**config.mk**
```make
export PLATFORM = sky130hd
export DESIGN_NAME = knn_cell
export DESIGN_NICKNAME = d
export VERILOG_FILES = /design/src/hw/rtl/knn_pkg.sv /design/src/hw/rtl/knn_cell.sv
export SDC_FILE = /design/constraint.sdc
export NUM_CORES = 1
export LEC_CHECK = 0
export BUFFER_PORTS_ARGS = -buffer_cell sky130_fd_sc_hd__buf_2
export CAP_MARGIN = 20
export CORE_MARGIN = 2
export CORE_UTILIZATION = 57
export DETAILED_ROUTE_END_ITERATION = 7
export PLACE_DENSITY = 0.91
export REMOVE_ABC_BUFFERS = 1
export SYNTH_ARGS = -nofsm -noshare
export SYNTH_HDL_FRONTEND = slang
export SYNTH_SLANG_ARGS = --single-unit
```
**constraint.sdc**
```tcl
create_clock -name clk -period 23.1 [get_ports clk]
set_input_delay 0 -clock clk [delete_from_list [all_inputs] [get_ports clk]]
set_output_delay 0 -clock clk [all_outputs]
set_load 0.005 [all_outputs]
```
**src/hw/rtl/knn_pkg.sv**
```systemverilog
package knn_pkg;

  localparam logic [1:0] CMD_CLEAR = 2'd0;
  localparam logic [1:0] CMD_LOAD  = 2'd1;
  localparam logic [1:0] CMD_QUERY = 2'd2;
  localparam logic [1:0] CMD_SPARE = 2'd3;

  localparam int SPEED_W  = 18;
  localparam int PEDAL_W  = 13;
  localparam int TARGET_W = 18;
  localparam int EST_W    = 18;
  localparam int XTERM_W  = 32;
  localparam int SQD_W    = 66;
  localparam int WGT_W    = 38;

  localparam logic [PEDAL_W-1:0] PEDAL_ONE = 13'd4096;
  localparam logic [WGT_W-1:0] ZERO_DIST_WEIGHT = WGT_W'(64'd10000 << 24);
  localparam logic signed [EST_W-1:0] EST_MAX = 18'sd131071;
  localparam logic signed [EST_W-1:0] EST_MIN = -18'sd131072;

  typedef struct packed {
    logic signed [SPEED_W-1:0]  speed;
    logic [PEDAL_W-1:0]         accel;
    logic [PEDAL_W-1:0]         brake;
    logic signed [TARGET_W-1:0] target;
  } sample_t;

  typedef struct packed {
    logic                       valid;
    logic                       bumped;
    logic [SQD_W-1:0]           sqd;
    logic signed [TARGET_W-1:0] target;
  } cand_t;

  function automatic logic [PEDAL_W-1:0] clamp_pedal(input logic [PEDAL_W-1:0] v);
    clamp_pedal = (v > PEDAL_ONE) ? PEDAL_ONE : v;
  endfunction

endpackage

```
**src/hw/rtl/knn_cell.sv**
```systemverilog
module knn_cell (
  input  logic           clk,
  input  logic           rst_n,
  input  logic           flush,
  input  knn_pkg::cand_t cand_in,
  output knn_pkg::cand_t cand_out,
  output knn_pkg::cand_t held
);
  knn_pkg::cand_t held_r;
  knn_pkg::cand_t pass_r;
  knn_pkg::cand_t evicted;
  logic           take;

  // a bumped candidate sat ahead of this cell, so it wins a tie
  assign take = cand_in.valid && (!held_r.valid || cand_in.sqd < held_r.sqd ||
                                   (cand_in.bumped && cand_in.sqd == held_r.sqd));

  always_comb begin
    evicted        = held_r;
    evicted.bumped = 1'b1;
  end

  always_ff @(posedge clk) begin
    if (!rst_n) begin
      held_r.valid <= 1'b0;
      pass_r.valid <= 1'b0;
    end else if (flush) begin
      held_r.valid <= 1'b0;
      pass_r.valid <= 1'b0;
    end else if (take) begin
      held_r <= cand_in;
      pass_r <= evicted;
    end else begin
      pass_r <= cand_in;
    end
  end

  assign cand_out = pass_r;
  assign held     = held_r;

endmodule

```
[Word-level counts from Yosys, hierarchy flattened]
Index checks and enable logic that the tools add are counted.
Cells by class
  bitwise operators: 2
  $lt $le $gt $ge: 1
  mux-type cells: 1
  equality and inequality tests: 1
  reductions and logical operators: 8
Operators by type and width (number)
  86-bit two-way mux: 1
  66-bit == test: 1
  66-bit < comparator: 1
  3-bit AND reduction: 1
  1-bit logical AND: 2
  1-bit logical OR: 2
  1-bit NOT: 2
  2-bit AND reduction: 1
  2-bit OR reduction: 1
  1-bit zero test: 1
Word-level totals
  flip-flop bits (word level): 172
  output and inout bits: 172
  bits of input ports: 89

[Logic depth before layout (Yosys ltp)]
  word-level depth: 5
  mapped depth: 11

[Worst setup path after synthesis]
Ideal clock, no wire load.
  path kind: input-to-reg
  start point: input port flush
  end point: register held_r (netlist bit held[0]) (enable)
  library setup time: 0.528 ns
  data required time: 22.572 ns
  stages: 3
  slack: 14.844 ns
  path buffers: 0
  arrival time: 7.727 ns
  cells stage by stage: nor2b_1 nand2_1 nor2_1
Between the ends
  cells in the longest elaborated chain, start to end: 2
RTL lines
  start, declared: line knn_cell.sv:4  | input logic flush,
  1-bit NOT (no source line)
  3-bit AND reduction (no source line)
  end signal, assigned: line knn_cell.sv:31  | held_r <= cand_in;
  end, declared: line knn_cell.sv:9  | knn_pkg::cand_t held_r;
Every way passes these cells.
A chain may end at the register's enable or synchronous reset.

[Worst setup path after layout]
  start point: register held_r (netlist bit held[81])
  end point: register pass_r (netlist bit cand_out[77]), data pin
Between the ends
  cells in the longest elaborated chain, start to end: 5
RTL lines
  66-bit < comparator / 66-bit == test (equally long branches): line knn_cell.sv:15, knn_cell.sv:16
  1-bit logical OR / 1-bit logical AND (equally long branches): line knn_cell.sv:15, knn_cell.sv:16
  1-bit logical OR *: line knn_cell.sv:15  | assign take = cand_in.valid && (!held_r.valid || cand_in.sqd < held_r.sqd ||
  1-bit logical AND *: line knn_cell.sv:15
  86-bit two-way mux *: line knn_cell.sv:30  | end else if (take) begin
  end signal, assigned: line knn_cell.sv:32  | pass_r <= evicted;
  end signal, assigned: line knn_cell.sv:34  | pass_r <= cand_in;
  end, declared: line knn_cell.sv:10  | knn_pkg::cand_t pass_r;
Every way passes the cells marked *; elsewhere a longest branch is shown, timed or not.

==> impl.org <==
** Worst setup path
- The setup path with the least slack is of type flip-flop to flip-flop.
- Startpoint class of the critical path :: flip-flop
- CP arrival :: 5.01 ns
- STA classifies the critical path endpoint as a flip-flop.
- Worst EP required :: 23.21 ns
- Of all nets on the critical path, the largest fanout is 85.
- Register-to-register setup slack :: 18.21 ns

** STA
- Share of the cycle needed by the critical path after routing :: 0.212
- Max-Slew Margin vs Limit :: 0.323
- Adding up every negative setup slack in the final design gives 0 ns.
- Derived from the worst setup path, the maximum achievable clock frequency is 204 MHz.
- Actual transition at the worst max-transition pin :: 1.02 ns
- RSZ-0062 raised after global routing :: no
- Final-report max-slew violation count :: 0
- Setup clock skew after layout :: 0.0107 ns
- The worst path meets setup with 18.21 ns of slack.
- After layout, the minimum clock period comes to 4.89 ns.
- Final number of hold-violating endpoints :: 0
- Count of endpoints failing setup in the final report :: 0

** Place
- Estimated wirelength of the detail-placed design :: 15300 µm
- At the placement stage, the worst setup path has a slack of 18.22 ns.
- In this run the tool buffered the top-level ports with 260 buffer cells.
- Final weighted congestion in routability-driven placement :: 0.824

** Power
- Switching power :: 0.000186 W
- Of the total power, the share spent switching nets is 0.249.
- Leakage power :: 5.11 nW
- Ratio of total power to cell area :: 61.8 nW/µm²
- Final total power :: 0.000747 W
- Of the total power, combinational logic draws 0.134.
- Clock share of power :: 0.378
- Maximum VDD drop :: 0.0000541 V
- Internal power consumption :: 0.000561 W
- Sequential share of power :: 0.488

** Final layout
- Final core utilization :: 0.761
- Of the cells placed in the final design, the portion with a size suffix greater than 1 is 0.307.
- The multi-input combinational cells in the finished layout cover a total of 3630 µm².
- Nets :: 1279
- Across the whole layout, storage elements account for 5140 µm².
- Compared with the post-synthesis result, the final layout area differs by 30.7%.
- Fill cells in the final layout number 987.

** Floorplan
- From left edge to right edge, the die measures 131 µm.
- In this run the core area contains 46 standard-cell rows.
- The floorplan step defined a core boundary enclosing 15900 µm².
- Initial Util :: 0.582
- Height of the die :: 131 µm
- Die outline area :: 17300 µm²
- Number of I/O pins :: 261

** Logic synthesis
- Synthesis handed over a netlist of 808 instances.
- Ranked by total cell area, the synthesized netlist is headed by edfxtp_1, o211ai_1, ha_1.
- Cell taking the most area after synthesis :: edfxtp_1
- Sorting the synthesized cells by how often they occur yields nand2_1, edfxtp_1, o211ai_1.
- In the synthesized netlist the dominant register cell turns out to be edfxtp_1.
- Yosys printed 0 warnings.
- Yosys instantiated no cell more often than nand2_1.
- Synthesis instantiated 42 different standard cells from the library.
- The synthesized netlist occupies a cell area of 9250 µm².
- The share of synthesized area in the top cell type comes to 0.552.
- Yosys reg bits :: 172
- The synthesized design contains 170 enable-type register cells.
- Portion of the post-synthesis area used by sequential elements :: 0.556
- Synthesized area per cell :: 11.4 µm²
- Async set or reset register ratio after synthesis :: 0

** Route
- Post-route DRC violation count :: 0
- Number of nets with antenna violations after routing :: 0
- The first detailed-routing pass took 8 iterations.
- Via count :: 8034
- After detailed routing, the average wire length per cell comes to 19.5 µm.
- The first routing iteration left 791 violations.
- Using the TritonRoute via totals, the vias-per-cell ratio works out to 5.93.
- Wire length reported by the detailed router :: 26500 µm

** Hold path
- The worst hold path belongs to the class primary input to flip-flop.

** Global route
- First-pass GRT wire length :: 42200 µm
- The via count of the first global-routing pass came to 8284.
- Overall global routing resource usage :: 0.307
- Summed over all layers, the global routing overflow is 0.
- Pin count of the biggest net entering global routing :: 86
- The initial antenna violation count came to 1.

** Status
- Status :: finished clean

** Clock network
- CTS max path bufs :: 2
- Worst-Skew Late Latency :: 0.42 ns
- Clock tree synthesis selected as its root buffer the cell clkbuf_16.
- CTS tree :: yes
- Number of levels in the clock H-tree :: 4
- The tree built by TritonCTS fans out to 172 sinks.
- Number of buffers created by CTS :: 17
- Clock slew at the register clock pins of the worst setup and hold paths :: 0.07 ns

** Job
- The tool flagged a number of max-cap violations equal to 0.
[layout by cell type (no fill, tap or decap), types with 2 or more instances in the layout]
cell / n
o21a_1: 3
o211ai_2: 40
clkinv_2: 6
nor2b_1: 2
buf_4: 8
nand2_1: 182
and3_1: 2
nor3_1: 2
bufinv_16: 2
a221oi_1: 2
nand4_1: 12
inv_6: 3
clkinv_4: 2
clkbuf_16: 17
nand4_2: 2
o21ai_0: 6
dlygate4sd3_1: 85
o21ai_1: 2
a21oi_1: 24
buf_2: 259
nor2_1: 6
inv_1: 68
a21o_1: 4
o211ai_1: 129
edfxtp_1: 170
ha_1: 66
nand3_1: 8
dfxtp_1: 2
clkinvlp_4: 2
[cells by family after synthesis]
group / count (synthesis) / share of synthesized area
fa+ha+maj: 66 / 0.0893
simple gates: 223 / 0.102
compound gates: 223 / 0.195
buf+inv: 124 / 0.0568
flops: 172 / 0.556
[what timing repair did]
action,CTS,global route
endpoints found under the hold margin,170,0
setup buffers,0,0
hold buffers,85,0
resized for setup,0,0
[through the flow]
| stage | std cells | instance area (µm²) | hold slack, ns |
|---|---|---|---|
| 6_report | 1354 | 12100 | 0.0191 |
| 5_1_grt | 1354 | 12100 | 0.0268 |
| 4_1_cts | 1353 | 12100 | 0.00514 |
| 3_5_place_dp | 1236 | 10700 | 0.208 |
| 3_3_place_gp | 1236 | 10700 | 0.205 |
| 2_1_floorplan | 753 | 8980 | 0.0989 |
[sequential cells by signal, indices dropped and copies added (netlist names)]
name and cells:
cand_out 86, held 86
[final cells by class]
| cell class | count | area share |
|---|---|---|
| flip-flops and latches | 172 | 0.426 |
| diodes | 1 | 0.000207 |
| clock buffers | 18 | 0.0355 |
| clock inverters | 14 | 0.0119 |
| multi-input cells | 512 | 0.300 |
| well taps | 216 | 0.0224 |
| inverters | 69 | 0.0215 |
| repair buffers | 352 | 0.183 |
[critical path, cell delays in order (launching register included)]
cell	delay, ns
edfxtp_1	0.39
inv_1	0.06
ha_1	0.28
nand4_1	0.23
nor4_4	0.36
nand2_1	0.20
nor4_2	0.56
a211o_4	0.87
o21a_4	0.63
buf_4	0.70
o211ai_1	0.28
[final timing paths]
kind / startpoint / end / depth (start not counted)
hold reg to reg: held[85] / cand_out[85] / 1
setup / recovery: held[81] / cand_out[77] / 10
hold / removal: flush / cand_out[1] / 2
setup reg to reg: held[81] / cand_out[77] / 10
[per-layer routing]
layer / GRT usage / up-vias / share of wire
met5: 0 / - / 0
met4: 0.147 / 0 / 0.033
met3: 0.0606 / 68 / 0.081
met2: 0.531 / 464 / 0.51
met1: 0.369 / 3834 / 0.38
li1: - / 3668 / -
[power by group through the flow]
stage	clock [W]	combinational, W	sequential (W)
finish	0.000282	0.000100	0.000365
detailed placement	0	0.0000861	0.000371
floorplan	0	0.0000422	0.000373
CTS	0.000283	0.0000981	0.000364
global placement	0	0.0000833	0.000371
global route	0.000295	0.000110	0.000366
Note: power is estimated with default switching activity, not from simulation.
