File: config.mk
export PLATFORM = sky130hd
export DESIGN_NAME = knn_divider
export DESIGN_NICKNAME = d
export VERILOG_FILES = /design/src/hw/rtl/knn_divider.sv
export SDC_FILE = /design/constraint.sdc
export NUM_CORES = 1
export LEC_CHECK = 0
export BUFFER_PORTS_ARGS = -buffer_cell sky130_fd_sc_hd__buf_2
export CAP_MARGIN = 20
export CORE_MARGIN = 8
export CORE_UTILIZATION = 38
export DETAILED_ROUTE_END_ITERATION = 10
export PLACE_DENSITY_LB_ADDON = 0.2
export SKIP_CTS_REPAIR_TIMING = 1
export SKIP_LAST_GASP = 1
export SYNTH_ARGS = -nofsm -noshare
export SYNTH_HDL_FRONTEND = slang
export SYNTH_SLANG_ARGS = --single-unit
File: constraint.sdc
create_clock -name clk -period 9.37 [get_ports clk]
set_input_delay 0.4685 -clock clk [delete_from_list [all_inputs] [get_ports clk]]
set_output_delay 0.4685 -clock clk [all_outputs]
set_load 0.03 [all_outputs]
File: src/hw/rtl/knn_divider.sv
module knn_divider #(
  parameter int NUM_W = 64,
  parameter int DEN_W = 64
) (
  input  logic             clk,
  input  logic             rst_n,
  input  logic             start,
  input  logic [NUM_W-1:0] num,
  input  logic [DEN_W-1:0] den,
  output logic             done,
  output logic [NUM_W-1:0] quo
);
  localparam int CNT_W = $clog2(NUM_W + 1);

  logic [NUM_W-1:0] quo_r;
  logic [DEN_W:0]   rem_r;
  logic [DEN_W-1:0] den_r;
  logic [CNT_W-1:0] cnt_r;
  logic             busy_r;
  logic             done_r;
  logic [DEN_W:0]   trial;

  assign trial = {rem_r[DEN_W-1:0], quo_r[NUM_W-1]};

  always_ff @(posedge clk) begin
    if (!rst_n) begin
      busy_r <= 1'b0;
      done_r <= 1'b0;
      cnt_r  <= '0;
    end else begin
      done_r <= 1'b0;
      if (start) begin
        busy_r <= 1'b1;
        cnt_r  <= CNT_W'(NUM_W);
        quo_r  <= num;
        den_r  <= den;
        rem_r  <= '0;
      end else if (busy_r) begin
        if (trial >= {1'b0, den_r}) begin
          rem_r <= trial - {1'b0, den_r};
          quo_r <= {quo_r[NUM_W-2:0], 1'b1};
        end else begin
          rem_r <= trial;
          quo_r <= {quo_r[NUM_W-2:0], 1'b0};
        end
        cnt_r <= cnt_r - 1'b1;
        if (cnt_r == CNT_W'(1)) begin
          busy_r <= 1'b0;
          done_r <= 1'b1;
        end
      end
    end
  end

  assign done = done_r;
  assign quo  = quo_r;

endmodule

# Yosys cells after proc, flatten, opt, wreduce, memory -nomap -nowiden
# Index checks and enable logic that the tools add are counted.
[classes] n_lt_le_gt_ge=1 bitwise_logic=2 n_shift=0 mux=11 eq_ne=1 n_mul=0 div_mod_pow=0 n_reduce_logical=5 addsub=2
[ops] operator="2-to-1 mux 64 bit" n=4
[ops] operator=">= comparator 65 x 64 -> 1 bit" n=1
[ops] operator="subtractor 64 bit" n=1
[ops] operator="2-to-1 mux 7 bit" n=2
[ops] operator="== test 7 x 1 -> 1 bit (second input constant)" n=1
[ops] operator="subtractor 7 x 1 -> 7 bit (second input constant)" n=1
[ops] operator="2-to-1 mux 1 bit" n=5
[ops] operator="AND reduction 2 bit" n=2
[ops] operator="OR reduction 3 bit" n=1
[ops] operator="NOT 1 bit" n=2
[ops] operator="nonzero test 2 bit" n=1
[ops] operator="OR reduction 2 bit" n=1
[totals] register_bits=201 out_inout_bits=65 mem_count=0 mem_bits_ro=0 ramBits=0 latch_bits=0

# Longest topological paths before layout
# Gate-level depths: netlist of the first run.
[logic_depth] ltp_word=4 mapped_depth=15 ltp_nobuf=13

# Worst setup path after synthesis of the first run
# OpenSTA, ideal clock, no wires.
[synth_timing] kind="input port to flip-flop" startpoint="input port start" endpoint="register busy_r" required_time_ns=9.299 cell_stages=4 t_arrival_ns=4.364 path_slack_ns=4.935 path_cell_list="clkbuf_1 clkbuf_1 o21a_1 o41a_1"
[synth_between] elab_chain_cells=1
[synth_lines] item="from (decl)" line_no="7" rtl="input logic start,"
[synth_lines] item="2-to-1 mux 1 bit" line_no="32" rtl="if (start) begin"
[synth_lines] item="to (signal assigned)" line_no="27" rtl="busy_r <= 1'b0;"
[synth_lines] item="to (signal assigned)" line_no="33" rtl="busy_r <= 1'b1;"
[synth_lines] item="to (signal assigned)" line_no="48" rtl="busy_r <= 1'b0;"
[synth_lines] item="to (decl)" line_no="19" rtl="logic busy_r;"
# No other way between the ends.
# A chain may end at the register's enable or synchronous reset.

# Worst setup path in the final report of the first run
[layout_timing] startpoint="register rem_r[43]" endpoint="register rem_r[59], data pin"
[layout_between] elab_chain_cells=3
[layout_lines] item="from (decl)" line_no="16" rtl="logic [DEN_W:0] rem_r;"
[layout_lines] item="from (signal assigned)" line_no="40" rtl="rem_r <= trial - {1'b0, den_r};"
[layout_lines] item="from (signal assigned)" line_no="43" rtl="rem_r <= trial;"
[layout_lines] item="subtractor 64 bit or >= comparator 65 x 64 -> 1 bit (tied branches)" line_no="40, 39"
[layout_lines] item="2-to-1 mux 64 bit (*)" line_no="39" rtl="if (trial >= {1'b0, den_r}) begin"
[layout_lines] item="2-to-1 mux 64 bit (*)" line_no="38" rtl="end else if (busy_r) begin"
# Every way passes the cells marked *; elsewhere a longest branch is shown, timed or not. The select of a mux whose other input is x is not followed.

==> metrics, run 1 <==
CP max-delay cell buf_4; dpl cells 1,698; largest net degree at the start of global routing 82; post-detailed-route via-to-cell ratio 5.38; CP arrival 4430 ps; Layout Utilization 45.0%; Cell variety after synth 74; FF-to-FF path depth 12; largest fanout on the critical path 50; DP Wirelength 23,600 um; Longest Clk Path Bufs 3; FFs w/ async S/R, synth 0%; RSZ-0062 raised after global routing no; IR Drop Worst-Case VDD approximately 0.12 mV; cell row count between 60 and 70; worst setup path class reg -> reg; DIE AREA 37,500 um2; final instance area 14,100 um2; maximum clock rate roughly 0.24 GHz; PD cells 200 nW/um2; ANT nets after route 0; Syn Area/Cell 10.4 um2; total wire length 32,200 um; I/O Pins 196; Filler cells 3,033; #FFs+latches synth 201; Setup crit end kind register; type of origin of the critical path register; Die Wd 194 um; DR pass1 iterations 5; outcome complete, no violations; clock root cell clkbuf_16; register area share after synthesis around half; crit-path cells ha_1 -> a21oi_1 -> o21ai_0 -> a221oi_1 -> o21bai_1 -> or3_1 -> a221oi_1 -> or2_2 -> buf_4 -> nor4b_1 -> a31oi_1 -> nand3_1; Worst Clk Skew 15.8 ps; share of layout cells above drive strength 1 a little under a quarter; drt wl/cell 18.4 um; max-cap viol count 0; placed inst area 13,300 um2; setup TNS 0 ps; Total Routing Usage GR 16.7%; Finished Layout Cells 1,745; Post-Synthesis Cells 1,153; Crit path required time approximately 9700 ps; Final Max Tran Viols 0; cell area after synthesis 12,000 um2; final setup vio count 0; leak pwr a little under 6 nW; CTS Buf Count 25; Die Ht 194 um; drc violations 0; Slew HR 32.0%; vias in the first global route slightly below 10,000; Nets 1,522; crit-path max cell delay 560 ps; antenna violations before repair 4; Worst Hold Slack around 100 ps; H-tree level count 1; synthesized net count 1,351; Final Cycle Share roughly 44%; Layout area overhead 17.3%; final worst slack 5220 ps; Hold WC Path Type in -> reg; initial drt markers 540; Hold Fails Final Rpt 0; insertion delay to the later sink of the worst-skew pair 540 ps; ys flop type edfxtp_1; first-pass GRT wire length 52,100 um; total global routing overflow 0; DR vias 9,393; pre-CTS WS 5220 ps; CTS sink count 201; Core Box Area roughly 31,000 um2; Hold Path Cell Cnt 1; PortBufs 195; Tmin final 4150 ps; Ys Warns 0; CTS tree done; Power Total 2.82 mW; Placer Congestion roughly 0.88; critical path's most frequent cell a221oi_1; Post-synth EDFFs 192; Initial Util 38.3%; Clock Pin Slew Worst Setup and Hold Paths 60 ps; worst-margin pin slew 1020 ps
## cells in the final DEF, fill, tap and decap left out, drive strengths merged, types with 32 or more instances in the layout
master	synthesis	routed
a21oi	112	112
ha	66	66
o21ai	39	39
mux2	64	64
edfxtp	192	192
nand2	139	139
inv	78	79
buf	21	201
a21o	32	32
nor2	77	77
xnor2	33	33
## power by group
| part | internal, mW | switching (mW) | total [mW] |
|---|---|---|---|
| logic | 0.301 | 0.494 | 0.795 |
| clock network | 0.517 | 0.382 | 0.899 |
| registers | 1.09 | 0.0377 | 1.13 |
| total | 1.91 | 0.914 | 2.82 |
## cells by family (layout without fill, tap and decap cells)
| group | Yosys count | count (layout) | share of synthesized area (%) |
|---|---|---|---|
| simple gates | 341 | 341 | 13.3 |
| compound gates | 283 | 283 | 15.2 |
| flops | 201 | 201 | 49.5 |
| buf+inv | 136 | 325 | 4.50 |
| fa+ha+maj | 67 | 67 | 7.04 |
| mux | 67 | 67 | 6.25 |
| xor+xnor | 58 | 58 | 4.23 |
| other cells | 0 | 1 | 0 |
## routing by layer
metal  vias up  GRT usage [%]  share of wire (%)
met3        55           5.03                7.9
met5         -              0               0.11
met2       297           26.8                 45
li1       4583              -                  -
met4         6           4.16                2.3
met1      4452           21.8                 45
## synthesized netlist by cell type (22+ instances only)
master,count,area share (%)
edfxtp_1,192,48
nand2_1,139,4.3
a21oi_1,112,4.7
inv_1,78,2.4
nor2_1,76,2.4
ha_1,66,6.9
mux2_2,64,6.0
clkbuf_1,36,1.1
xnor2_1,33,2.4
a21o_1,32,2.0
o21ai_0,32,1.3
nand3_1,25,1.0
xor2_1,25,1.8
nand4_1,23,1.2
a211oi_1,22,1.4
## area by class of cell
type | count | area [um2] | share of cell area (%)
Sequential cell | 201 | 5950 | 42.2
Multi-Input combinational cell | 816 | 5540 | 39.3
Timing Repair Buffer | 201 | 1040 | 7.41
Clock buffer | 29 | 641 | 4.55
Tap cell | 402 | 503 | 3.57
Inverter | 79 | 297 | 2.11
Clock inverter | 16 | 114 | 0.809
Antenna cell | 1 | 2.50 | 0.0178
## path summary, 6_finish.rpt
path	slack [ps]	to	from
worst max-delay path	5220	rem_r[59]	rem_r[43]
worst min-delay path	100	den_r[47]	den[47]
worst max register to register	5220	rem_r[59]	rem_r[43]
worst min register to register	490	cnt_r[1]	cnt_r[1]
## sequential cells by signal, summed over array words and instances, names as in the netlist
signal and cells:
busy_r 1, cnt_r 7, den_r 64, done 1
quo 64, rem_r 64
## worst max-delay path: cells and delay by family (launching register included)
| kind | cells | cell delay, ps |
|---|---|---|
| flip-flops | 1 | 390 |
| adder cells (fa/ha/maj) | 1 | 430 |
| buffers and inverters | 1 | 560 |
| AO/OA/AOI/OAI | 6 | 1530 |
| AND/OR/NAND/NOR | 4 | 940 |
Note: power is estimated with default switching activity, not from simulation.
==> inputs of run 2 (changes only) <==
clock period = 3.7 ns   (was 9.37 ns; I/O delays follow)
==> run 2 against run 1 <==
Compared with the run above:
- sequential share of layout area decreased by 4.4 points
- utilization is 5.3 points higher
- register-to-register slack got worse by 5000 ps
- worst hold slack gained 1.2 ps
- highest routed layer is now met4
==> metrics, run 2 (synthesis results as in run 1) <==
Most Crowded Layer GR met2 (unchanged); Reg2Reg Setup Slack 180 ps (was 5220 ps); Final Cycle Share 95.2% (was 44.3%); total global routing overflow 0 (unchanged); Slew HR 46.4% (was 32.0%); DR vias 9,815 (was 9,393); cell row count 65 (unchanged); antenna violations before repair 0 (was 4); Layout Utilization 50.2% (was 45.0%); Hold WC Path Type in -> reg (unchanged); worst setup path class reg -> reg (unchanged); Longest Clk Path Bufs 3 (unchanged); I/O Pins 196 (unchanged); largest fanout on the critical path 9 (was 50); most frequent cells in the layout 194 x buf_2, 192 x edfxtp_1, 139 x nand2_1 (unchanged); Core Box Area 31,300 um2 (unchanged); share of layout cells above drive strength 1 23.1% (was 23.3%); commonest non-fill, non-tap cell in the layout buf_2 (unchanged); final setup vio count 0 (unchanged); CTS tree done (unchanged); ant diodes 0 (was 1); ANT nets after route 0 (unchanged); Die Wd 194 um (unchanged); Power Total 7.61 mW (was 2.82 mW); CTS Buf Count 24 (was 25); post-detailed-route via-to-cell ratio 5.17 (was 5.38); Filler cells 2,822 (was 3,033); DIE AREA 37,500 um2 (unchanged); IR Drop Worst-Case VDD 0.437 mV (was 0.121 mV); Clock Pin Slew Worst Setup and Hold Paths 60 ps (about the same); Worst Hold Slack 104 ps (was 103 ps); first-pass GRT wire length 52,100 um (about the same); drc violations 0 (unchanged); CP arrival 3930 ps (was 4430 ps); insertion delay to the later sink of the worst-skew pair 550 ps (was 540 ps); final worst slack 177 ps (was 5220 ps); Final Max Tran Viols 0 (unchanged); Worst Clk Skew 19.8 ps (was 15.8 ps); Initial Util 38.3% (unchanged); Crit path required time 4100 ps (was 9660 ps); maximum clock rate 0.284 GHz (was 0.241 GHz); initial drt markers 605 (was 540); vias in the first global route 9,602 (was 9,658); drt wl/cell 17.6 um (was 18.4 um); PD cells 484 nW/um2 (was 200 nW/um2); met2 usage 27.0% (was 26.8%); type of origin of the critical path register (unchanged); max-cap viol count 0 (unchanged); M3 GR Usage 4.95% (was 5.03%); clock root cell clkbuf_16 (unchanged); Hold Fails Final Rpt 0 (unchanged); H-tree level count 1 (unchanged); Setup crit end kind register (unchanged); leak pwr 6.52 nW (was 5.79 nW); total wire length 33,500 um (was 32,200 um); Layout area overhead 31.0% (was 17.3%); Total Routing Usage GR 16.7% (about the same); met1 usage 21.7% (was 21.8%); pre-CTS WS 119 ps (was 5220 ps); Placer Congestion 0.920 (was 0.877); Nets 1,679 (was 1,522); DR pass1 iterations 5 (unchanged); PortBufs 195 (unchanged); DP Wirelength 24,300 um (was 23,600 um); Die Ht 194 um (unchanged); largest net degree at the start of global routing 63 (was 82); Tmin final 3520 ps (was 4150 ps); CTS sink count 201 (unchanged); worst-margin pin slew 803 ps (was 1020 ps); outcome complete, no violations (unchanged)
==> run 2: report_power, final <==
group | internal [mW] | switching, mW
Combinational | 0.925 | 1.29
Sequential | 2.76 | 0.0984
Clock | 1.55 | 0.986
Total | 5.23 | 2.38
==> run 2: critical path, stage by stage, from the launching register on <==
cell and delay (ps):
edfxtp_1 420, ha_1 480, nand4_1 160, nor2_1 190, o2111ai_1 250, a31oi_1 310, o21ai_1 150, a21o_1 260
o21ai_1 450, nand4_1 180, or4_1 430, nand3_1 90
==> run 2: metrics by stage <==
step / instance area, um2 / TNS, ps / instances
after floorplan: 12000 / 0 / 1153
after global placement: 13600 / 0 / 1728
after detailed placement: 13600 / 0 / 1728
after CTS: 14400 / 0 / 1771
after global routing: 15700 / -4.43 / 1900
final: 15700 / 0 / 1900
==> run 2: final cells by class <==
class | instances | area [um2] | share of cell area [%]
Clock buffer | 32 | 671 | 4.26
Clock inverter | 11 | 178 | 1.13
Inverter | 79 | 297 | 1.89
Multi-Input combinational cell | 816 | 5550 | 35.3
Sequential cell | 201 | 5950 | 37.8
Tap cell | 402 | 503 | 3.20
Timing Repair Buffer | 359 | 2580 | 16.4
==> run 2: per-layer routing <==
layer  share of wire, %  vias up
li1                   -     4876
met1                 46     4628
met2                 46      263
met3                5.9       48
met4                2.0        0
met5                  0        -
==> run 2: final timing paths <==
path              startpoint   endpoint  cells after the start
setup / recovery   rem_r[10]  rem_r[59]                     11
hold / removal         start   rem_r[9]                      2
setup reg to reg   rem_r[10]  rem_r[59]                     11
hold reg to reg     cnt_r[1]   cnt_r[1]                      2
