===== src/hw/rtl/knn_sqrt.sv =====
module knn_sqrt (
  input  logic        clk,
  input  logic        rst_n,
  input  logic        start,
  input  logic [65:0] val,
  output logic        done,
  output logic [32:0] root
);
  logic [65:0] v_r;
  logic [67:0] rem_r;
  logic [32:0] root_r;
  logic [5:0]  cnt_r;
  logic        busy_r;
  logic        done_r;
  logic [67:0] trial;
  logic [67:0] sub;

  assign trial = {rem_r[65:0], v_r[65:64]};
  assign sub   = {33'd0, root_r, 2'b01};

  always_ff @(posedge clk) begin
    if (!rst_n) begin
      busy_r <= 1'b0;
      done_r <= 1'b0;
      cnt_r  <= '0;
    end else begin
      done_r <= 1'b0;
      if (start) begin
        busy_r <= 1'b1;
        cnt_r  <= 6'd33;
        v_r    <= val;
        rem_r  <= '0;
        root_r <= '0;
      end else if (busy_r) begin
        v_r <= {v_r[63:0], 2'b00};
        if (trial >= sub) begin
          rem_r  <= trial - sub;
          root_r <= {root_r[31:0], 1'b1};
        end else begin
          rem_r  <= trial;
          root_r <= {root_r[31:0], 1'b0};
        end
        cnt_r <= cnt_r - 1'b1;
        if (cnt_r == 6'd1) begin
          busy_r <= 1'b0;
          done_r <= 1'b1;
        end
      end
    end
  end

  assign done = done_r;
  assign root = root_r;

endmodule


===== config.mk =====
export PLATFORM = sky130hd
export DESIGN_NAME = knn_sqrt
export DESIGN_NICKNAME = d
export VERILOG_FILES = /design/src/hw/rtl/knn_sqrt.sv
export SDC_FILE = /design/constraint.sdc
export NUM_CORES = 1
export LEC_CHECK = 0
export BUFFER_PORTS_ARGS = -buffer_cell sky130_fd_sc_hd__buf_4
export CAP_MARGIN = 10
export CORE_ASPECT_RATIO = 1.75
export CORE_MARGIN = 10
export CORE_UTILIZATION = 35
export CTS_CLUSTER_SIZE = 10
export DETAILED_ROUTE_END_ITERATION = 16
export PLACE_DENSITY = 0.54
export SETUP_SLACK_MARGIN = 0.5
export SYNTH_ARGS = -nofsm -noshare
export SYNTH_HDL_FRONTEND = slang
export SYNTH_SLANG_ARGS = --single-unit

===== constraint.sdc =====
create_clock -name clk -period 6.2 [get_ports clk]
set_input_delay 0.93 -clock clk [delete_from_list [all_inputs] [get_ports clk]]
set_output_delay 0.93 -clock clk [all_outputs]
set_load 0.01 [all_outputs]

* Word-level counts from Yosys, hierarchy flattened
Index checks and enable logic that the tools add are counted.
Storage, ports and cells: bits of input ports 69, flip-flop bits (word level) 173, output and inout port bits 34, logic and storage cells 29
Operators by class: bitwise logic cells 2, reductions and logical operators 4, magnitude comparators 1, add/sub/neg operators 2, equal/unequal tests 1, muxes and demuxes 12
Operator list (number):
- 66-bit 2-to-1 mux | 4
- 68-bit by 35-bit greater-or-equal comparator with 1-bit output | 1
- 66-bit by 35-bit subtractor with 66-bit output | 1
- 33-bit 2-to-1 mux | 1
- 6-bit 2-to-1 mux | 2
- 6-bit by 1-bit equality test with 1-bit output (second input constant) | 1
- 6-bit by 1-bit subtractor with 6-bit output (second input constant) | 1
- 1-bit 2-to-1 mux | 5
- 3-bit OR reduction | 1
- 1-bit NOT | 2
- 2-bit AND reduction | 1
- 2-bit nonzero test | 1
- 2-bit OR reduction | 1

* Depth between registers and ports, before layout
Gate-level depths: netlist of the first run.
word-level depth 4, mapped depth 13, gate-level depth less buffers 10

* Worst setup path after synthesis of the first run
Ideal clock, no wire load.
path type in2reg, from input port start, to register rem_r[0], enable pin, arrival 5268 ps, data required time 5660 ps, path buffers 2, cell stages on the path 3, library setup time 540 ps, path slack 392 ps, cells stage by stage clkbuf_1 -> clkbuf_1 -> o21a_1
On the way: longest elaborated chain between the ends 2
RTL lines:
- start, declared | RTL line 4 | input logic start,
- 2-bit nonzero test (no line)
- 2-bit AND reduction (no line)
- end signal, assigned | RTL line 37 | rem_r <= trial - sub;
- end signal, assigned | RTL line 40 | rem_r <= trial;
- end, declared | RTL line 10 | logic [67:0] rem_r;
Every way passes these cells. A chain may end at the register's enable or synchronous reset.

* Worst setup path in the final report of the first run
from register rem_r[16], to register rem_r[65] (data pin)
On the way: longest elaborated chain between the ends 3, elaborated cells on any way between the ends 4, classes of those cells 1 x add/sub; 1 x order compare; 2 x mux
RTL lines:
- 66-bit by 35-bit subtractor with 66-bit output / 68-bit by 35-bit greater-or-equal comparator with 1-bit output (equally long branches) | RTL line 37, 36
- 66-bit 2-to-1 mux * | RTL line 36 | if (trial >= sub) begin
- 66-bit 2-to-1 mux * | RTL line 34 | end else if (busy_r) begin
Mark *: on every way between the ends. The rest lies on a longest branch, timed or not. The select of a mux whose other input is x is not followed.

==> results of run 1 <==
cells in the final DEF (no fill, tap or decap), types with 13 or more instances in the layout:
cell         n
a211oi_1    15
a21o_1      13
a21oi_1     76
buf_4      103
clkbuf_16   17
edfxtp_1   165
ha_1        37
inv_1       47
mux2_2      70
nand2_1     77
nand3_1     22
nand4_1     16
nor2_1      92
nor3_1      27
o21ai_0     31
or3_1       14
or4_1       15
xnor2_1     22
xor2_1      18
worst max-delay path, stage by stage (launching register included):
cell,delay (ns)
edfxtp_1,0.41
ha_1,0.44
o21ai_0,0.16
a2111oi_0,0.91
nand2_1,0.12
o21ai_0,0.51
a21oi_1,0.18
nor2_1,0.64
nor3_1,0.15
mux2_2,0.30
layout make-up:
type / instances / area, um2 / share of cell area [%]
inverter: 47 / 176.4 / 1.508
sequential: 173 / 5115 / 43.72
clock inverter: 14 / 130.1 / 1.112
multi-input combinational: 676 / 4567 / 39.03
tap: 378 / 473.0 / 4.042
timing repair buffer: 106 / 809.5 / 6.919
clock buffer: 18 / 429.2 / 3.668
worst max-delay path by stage:
stage / start / to / slack [ns] / depth (start not counted)
after floorplan: start / rem_r[0] / 2.09 / 3
after global placement: root[11] / rem_r[62] / 1.96 / 10
after detailed placement: root[16] / rem_r[65] / 2.20 / 10
after CTS: rem_r[16] / rem_r[65] / 2.16 / 9
after global routing: rem_r[16] / rem_r[65] / 1.85 / 9
final: rem_r[16] / rem_r[65] / 2.14 / 9
state kept, by name (all words and copies together) (netlist names):
signal and flops:
cnt_r 6, done 1, v_r 66, rem_r 66
root 33, busy_r 1
logic make-up (layout without fill, tap and decap cells):
logic type      Yosys count  count (layout)
mux                      74              74
flops                   173             173
xor+xnor                 40              40
compound gates          201             201
simple gates            324             324
buf+inv                  98             185
fa+ha+maj                37              37
power by group through the flow:
stage | Clock [mW] | Combinational (mW) | Sequential, mW
after floorplan | 0 | 0.470 | 1.46
after global placement | 0 | 0.667 | 1.47
after detailed placement | 0 | 0.672 | 1.47
after CTS | 1.10 | 0.675 | 1.45
after global routing | 1.14 | 0.742 | 1.46
final | 1.07 | 0.669 | 1.45
metrics by stage:
step                      area [um2]  instances  power [mW]  hold slack, ns  utilization [%]
after floorplan                10060        947       1.933          0.4806                -
after global placement         11140       1379       2.139          0.5034            39.04
after detailed placement       11140       1380       2.145          0.5207            39.06
after CTS                      11700       1412       3.225          0.5275            41.02
after global routing           11700       1412       3.340          0.5534            41.02
final                          11700       1412       3.189          0.5265            41.02
per-layer routing:
metal	share of wire (%)	track usage, %
met1	36	14.29
met2	55	27.93
met3	4.8	3.698
met4	4.1	8.719
met5	0	0
==> summary.md, run 1 <==
| Metric | Value |
|---|---|
| Hold Path Origin | cnt_r[1] |
| Pwr dens | about 270 mW/mm2 |
| Mean Syn Cell Area | between 10 and 15 um2 |
| CTS tree | yes |
| Synthesized net count | 1,053 |
| Buffers on Ports | 102 |
| Top-level I/O count | 103 |
| Die area | roughly 0.036 mm2 |
| MaxCap Viol Count | 0 |
| # H-tree levels | 4 |
| Routed Antenna Nets | 0 |
| Diode count | 0 |
| Max Freq | 0.2461 GHz |
| Setup TNS | 0 ns |
| Internal power | 2.232 mW |
| EDFF count, synth | ~170 |
| Initial DRC count | 356 |
| Synthesis-to-finish area growth | 16.32% |
| Core area | 0.02852 mm2 |
| Remaining global-route overflow | 0 |
| Final setup viols | 0 |
| Skew final | 0.01892 ns |
| Worst Setup End Kind | register |
| Hold path depth | 2 |
| Chip width | 148.1 um |
| Overall routing resource usage | 14.92% |
| Reg-to-reg setup timing slack | 2.14 ns |
| Slew HR | 32.12% |
| Post-synthesis sequential area ratio | 50.85% |
| Mapped Cells | approximately 950 |
| Chip Height | 244.3 um |
| Distinct cells, synth | 66 |
| Post-synthesis simple-gate area fraction | 16.20% |
| Cell with the most instances after synthesis | edfxtp_1 |
| TritonCTS Buffers | 17 |
| Path depth of the worst reg2reg path | 9 |
| Fin worst setup slack | about 2.1 ns |
| VDD IR-drop max | between 0.0002 and 0.00025 V |
| Leakage | 4.351 nW |
| Critical path peak fanout | 12 |
| Largest family of logic cells by synthesized area | simple AND/OR/NAND/NOR gates |
| Clock share of power | between 30% and 40% |
| Synth cell count leaders | edfxtp_1 (165), nor2_1 (92), nand2_1 (77), a21oi_1 (76), mux2_2 (70) |
| Clk_lat worst skew | 0.46 ns |
| Cells taking the most area after synthesis | edfxtp_1 (49%), mux2_2 (7.8%), ha_1 (4.6%), a21oi_1 (3.8%), nor2_1 (3.4%) |
| Share of power burned in registers | roughly 45% |
| # clock sinks | 173 |
| Multiplexer share of the synthesized area | 8.272% |
| Routability cong. | 0.8788 |
| Switch Pwr | 956.6 uW |
| Ys async rst share | 0% |
| Yosys warns | 0 |
| RSZ-0062 raised after global routing | no |
| Final HPWL DP | 19,420 um |
| Min Tclk post-route | about 4.1 ns |
| Antenna violations before repair | 0 |
| Post-CTS Resized | 0 |
| CTS clk-pin slew, worst paths | 0.08 ns |
| Tcrit/Tclk final | 65.55% |
| Final hold vios | 0 |
| Cell taking the most area after synthesis | edfxtp_1 |
| Fin nets | 1,127 |
| Yosys top cell area share | approximately 49% |
| Fill cells | 2,889 |
| Critical path type | reg -> reg |
| Vias in the first global route | 7,914 |
| Logic gate share of total power | a little over a fifth |
| Remaining DRCs | 0 |
| Clock Tree Root | clkbuf_16 |
| Hold-fix buffers at CTS | 0 |
| Mapped cell area | 0.01006 mm2 |
| FP Rows | 82 |
| Worst Hold Path EP | cnt_r[1] |
| Vias | between 7k and 8k |
| CP Data Arrival Time | about 4.3 ns |
| Worst EP required | ~6.4 ns |
| Clock buffer depth | 2 |
| Final Slew Violations | 0 |
| Main synth FF type | edfxtp_1 |
| Synth Area in Adders | 4.603% |
| First-pass iteration count of the detailed router | 4 |
| Register bit total from synthesis | 173 |
| Drt total wl | 26,800 um |
| Fraction of layout cells with a size suffix above 1 | 21.66% |
| Setup crit start kind | register |
| FF-to-FF End | rem_r[65] |
| Synth Area in Compound Gates | 12.78% |
| Drt wl/cell | approximately 19 um |
| Initial Util | a little over a third |
| Worst Max-Slew Pin Slew | around 1 ns |
| Place WS | roughly 2.2 ns |
| Worst reg2reg startpoint | rem_r[16] |
| Largest net degree at the start of global routing | 107 |
| Worst Hold Class | reg -> reg |
| First-pass GRT wire length | 42,400 um |
| Status | completed |
| Postcts setup bufs | 0 |
| Sw frac | roughly 30% |
| Vias per Instance | ~5.4 |
| Post-Synth XOR/XNOR Area | under 10% |
Power figures use the tool's default switching activity.
==> run 2: changes to the inputs <==
Clock period 6.2 ns to 4 ns, I/O delays scaled along.
==> summary.md, run 2 (synthesized netlist as in run 1, its figures left out) <==
| Metric | Value |
|---|---|
| Status | completed |
| Core area | 0.02852 mm2 (unchanged) |
| Vias per Instance | 5.416 (+1.0%) |
| CTS clk-pin slew, worst paths | 0.08 ns (about the same) |
| # H-tree levels | 4 (unchanged) |
| Critical path peak fanout | 5 (-7) |
| Register area | 0.005115 mm2 (unchanged) |
| Worst Setup End Kind | register |
| Sw frac | 30.82% (+0.82 points) |
| Top-level I/O count | 103 (unchanged) |
| Worst Hold Class | in -> reg |
| Drt total wl | 27,360 um (+2.1%) |
| Tcrit/Tclk final | 87.62% (+22 points) |
| Overall routing resource usage | 14.92% (unchanged) |
| Vias in the first global route | 7,965 (+0.64%) |
| Largest net degree at the start of global routing | 68 (-36%) |
| Diode count | 0 (unchanged) |
| Setup TNS | 0 ns (unchanged) |
| Remaining global-route overflow | 0 (unchanged) |
| Multi-input gate area | 0.004618 mm2 (+1.1%) |
| Final Slew Violations | 0 (unchanged) |
| FP Rows | 82 (unchanged) |
| Finished Layout Cells | 1,425 (+0.92%) |
| Max Freq | 0.2853 GHz (+16%) |
| Hold slack | 0.4269 ns (-0.09957 ns) |
| Final setup viols | 0 (unchanged) |
| Routability cong. | 0.9391 (+6.9%) |
| Final hold vios | 0 (unchanged) |
| Clock share of power | 33.2% (-0.4 points) |
| Routed Antenna Nets | 0 (unchanged) |
| Clk_lat worst skew | 0.46 ns (about the same) |
| MaxCap Viol Count | 0 (unchanged) |
| Crit path cell chain | inv_1, ha_1, o21a_1, o32a_1, a311oi_2, nor2b_1, a41o_1, nand4b_1, or4_1, mux2_1 |
| Initial DRC count | 384 (+7.9%) |
| Buffers on Ports | 102 (unchanged) |
| Share of power burned in registers | 45.1% (-0.3 points) |
| Remaining DRCs | 0 (unchanged) |
| CP Data Arrival Time | 3.71 ns (-0.57 ns) |
| Min Tclk post-route | 3.505 ns (-0.5594 ns) |
| FF-to-FF End | rem_r[45] |
| Reg-to-reg setup timing slack | 0.50 ns (-1.64 ns) |
| Worst path max stage delay | 0.47 ns (-0.44 ns) |
| Commonest cells after routing, fill and taps aside | edfxtp_1 (165), buf_4 (114), nor2_1 (90) |
| Critical-path cell with the highest stage delay | or4_1 |
| CTS tree | yes |
| Fin worst setup slack | 0.4952 ns (-1.641 ns) |
| Internal power | 3.436 mW (+54%) |
| Setup crit start kind | register |
| Synthesis-to-finish area growth | 18.26% |
| Final HPWL DP | 20,390 um (+5.0%) |
| Worst reg2reg startpoint | root[0] |
| Initial Util | 35.26% (unchanged) |
| Fill cells | 2,899 (+0.35%) |
| Skew final | 0.02064 ns (+0.001714 ns) |
| RSZ-0062 raised after global routing | yes |
| Pwr dens | 417.6 mW/mm2 (+53%) |
| Antenna violations before repair | 0 (unchanged) |
| Placed Cells | 1,389 (+0.65%) |
| Fin nets | 1,140 (+1.2%) |
| Die area | 0.03619 mm2 (unchanged) |
| First-pass iteration count of the detailed router | 5 (+1) |
| Worst Setup EP | rem_r[45] |
| Place WS | 0.2620 ns (-1.935 ns) |
| Worst Max-Slew Pin Slew | 0.7189 ns (-0.2737 ns) |
| Clock buffer depth | 2 (unchanged) |
| Logic gate share of total power | 21.7% (+0.7 points) |
| Slew HR | 52.07% (+20 points) |
| Chip width | 148.1 um (unchanged) |
| Critical path type | reg -> reg |
| Commonest non-fill, non-tap cell in the layout | edfxtp_1 |
| Worst EP required | 4.21 ns (-2.20 ns) |
| Clock Tree Root | clkbuf_16 |
| TritonCTS Buffers | 17 (unchanged) |
| Fraction of layout cells with a size suffix above 1 | 23.69% (+2.0 points) |
| First-pass GRT wire length | 42,470 um (+0.16%) |
| Worst setup path start | root[0] |
| Path depth of the worst reg2reg path | 10 (+1) |
| Drt wl/cell | 19.20 um (+1.2%) |
| Chip Height | 244.3 um (unchanged) |
| VDD IR-drop max | 0.0003283 V (+63%) |
| Vias | 7,718 (+1.9%) |
| Hold Path Origin | val[0] |
| Hold-fix buffers at CTS | 0 (unchanged) |
| Leakage | 4.448 nW (+2.2%) |
| # clock sinks | 173 (unchanged) |
| Switch Pwr | 1.531 mW (+60%) |
## run 2: cell count changes in the layout (fill, tap and decap cells not counted), sizes merged
cell / previous run / this run
clkbuf: 18 / 17
bufinv: 1 / 0
clkinv: 5 / 6
inv: 54 / 56
clkinvlp: 1 / 0
buf: 106 / 119
## run 2: worst min-delay path by stage
| stage | end | slack, ns | depth (start not counted) |
|---|---|---|---|
| global route | v_r[0] | 0.42 | 2 |
| CTS | v_r[0] | 0.40 | 2 |
| finish | v_r[0] | 0.43 | 2 |
| global placement | cnt_r[1] | 0.49 | 2 |
| floorplan | cnt_r[1] | 0.48 | 2 |
| detailed placement | cnt_r[1] | 0.51 | 2 |
## run 2: what timing repair did
action	4_1_cts	5_1_grt
gates cloned	0	0
endpoints found under the setup margin	12	54
setup buffers	0	4
pin swaps	1	2
gates resized for setup	5	14
## run 2: per-stage QoR
step	cell area (um2)	power [mW]	utilization [%]
after global routing	11900	5.201	41.70
final	11900	4.968	41.70
after floorplan	10070	2.992	-
after detailed placement	11240	3.337	39.39
after global placement	11240	3.334	39.39
after CTS	11820	5.003	41.45
## run 2: routing by layer
layer | global-route usage [%] | routed length (um) | vias up
li1 | - | - | 3697
met1 | 14.08 | 9917 | 3788
met2 | 28.30 | 15200 | 181
met3 | 4.105 | 1236 | 52
met4 | 7.782 | 1008 | 0
met5 | 0 | 0 | -
## run 2: power by group through the flow
stage	Clock (mW)	Sequential, mW	Combinational (mW)
global placement	0	2.28	1.06
detailed placement	0	2.28	1.06
finish	1.65	2.24	1.08
CTS	1.69	2.24	1.07
global route	1.76	2.25	1.18
floorplan	0	2.26	0.729
## run 2: final cells by class
type	instances	share of cell area, %
Clock buffer	17	3.576
Inverter	47	1.483
Tap cell	378	3.976
Sequential cell	173	43.00
Multi-Input combinational cell	676	38.82
Timing Repair Buffer	119	7.889
Clock inverter	15	1.252
## run 2: critical path, delay by kind of cell, from the launching register on
kind                     cells  cell delay, ns
AO/OA/AOI/OAI                4            1.22
adder cells (fa/ha/maj)      1            0.28
buffers and inverters        1            0.11
flip-flops                   1            0.39
multiplexers                 1            0.31
AND/OR/NAND/NOR              3            0.96
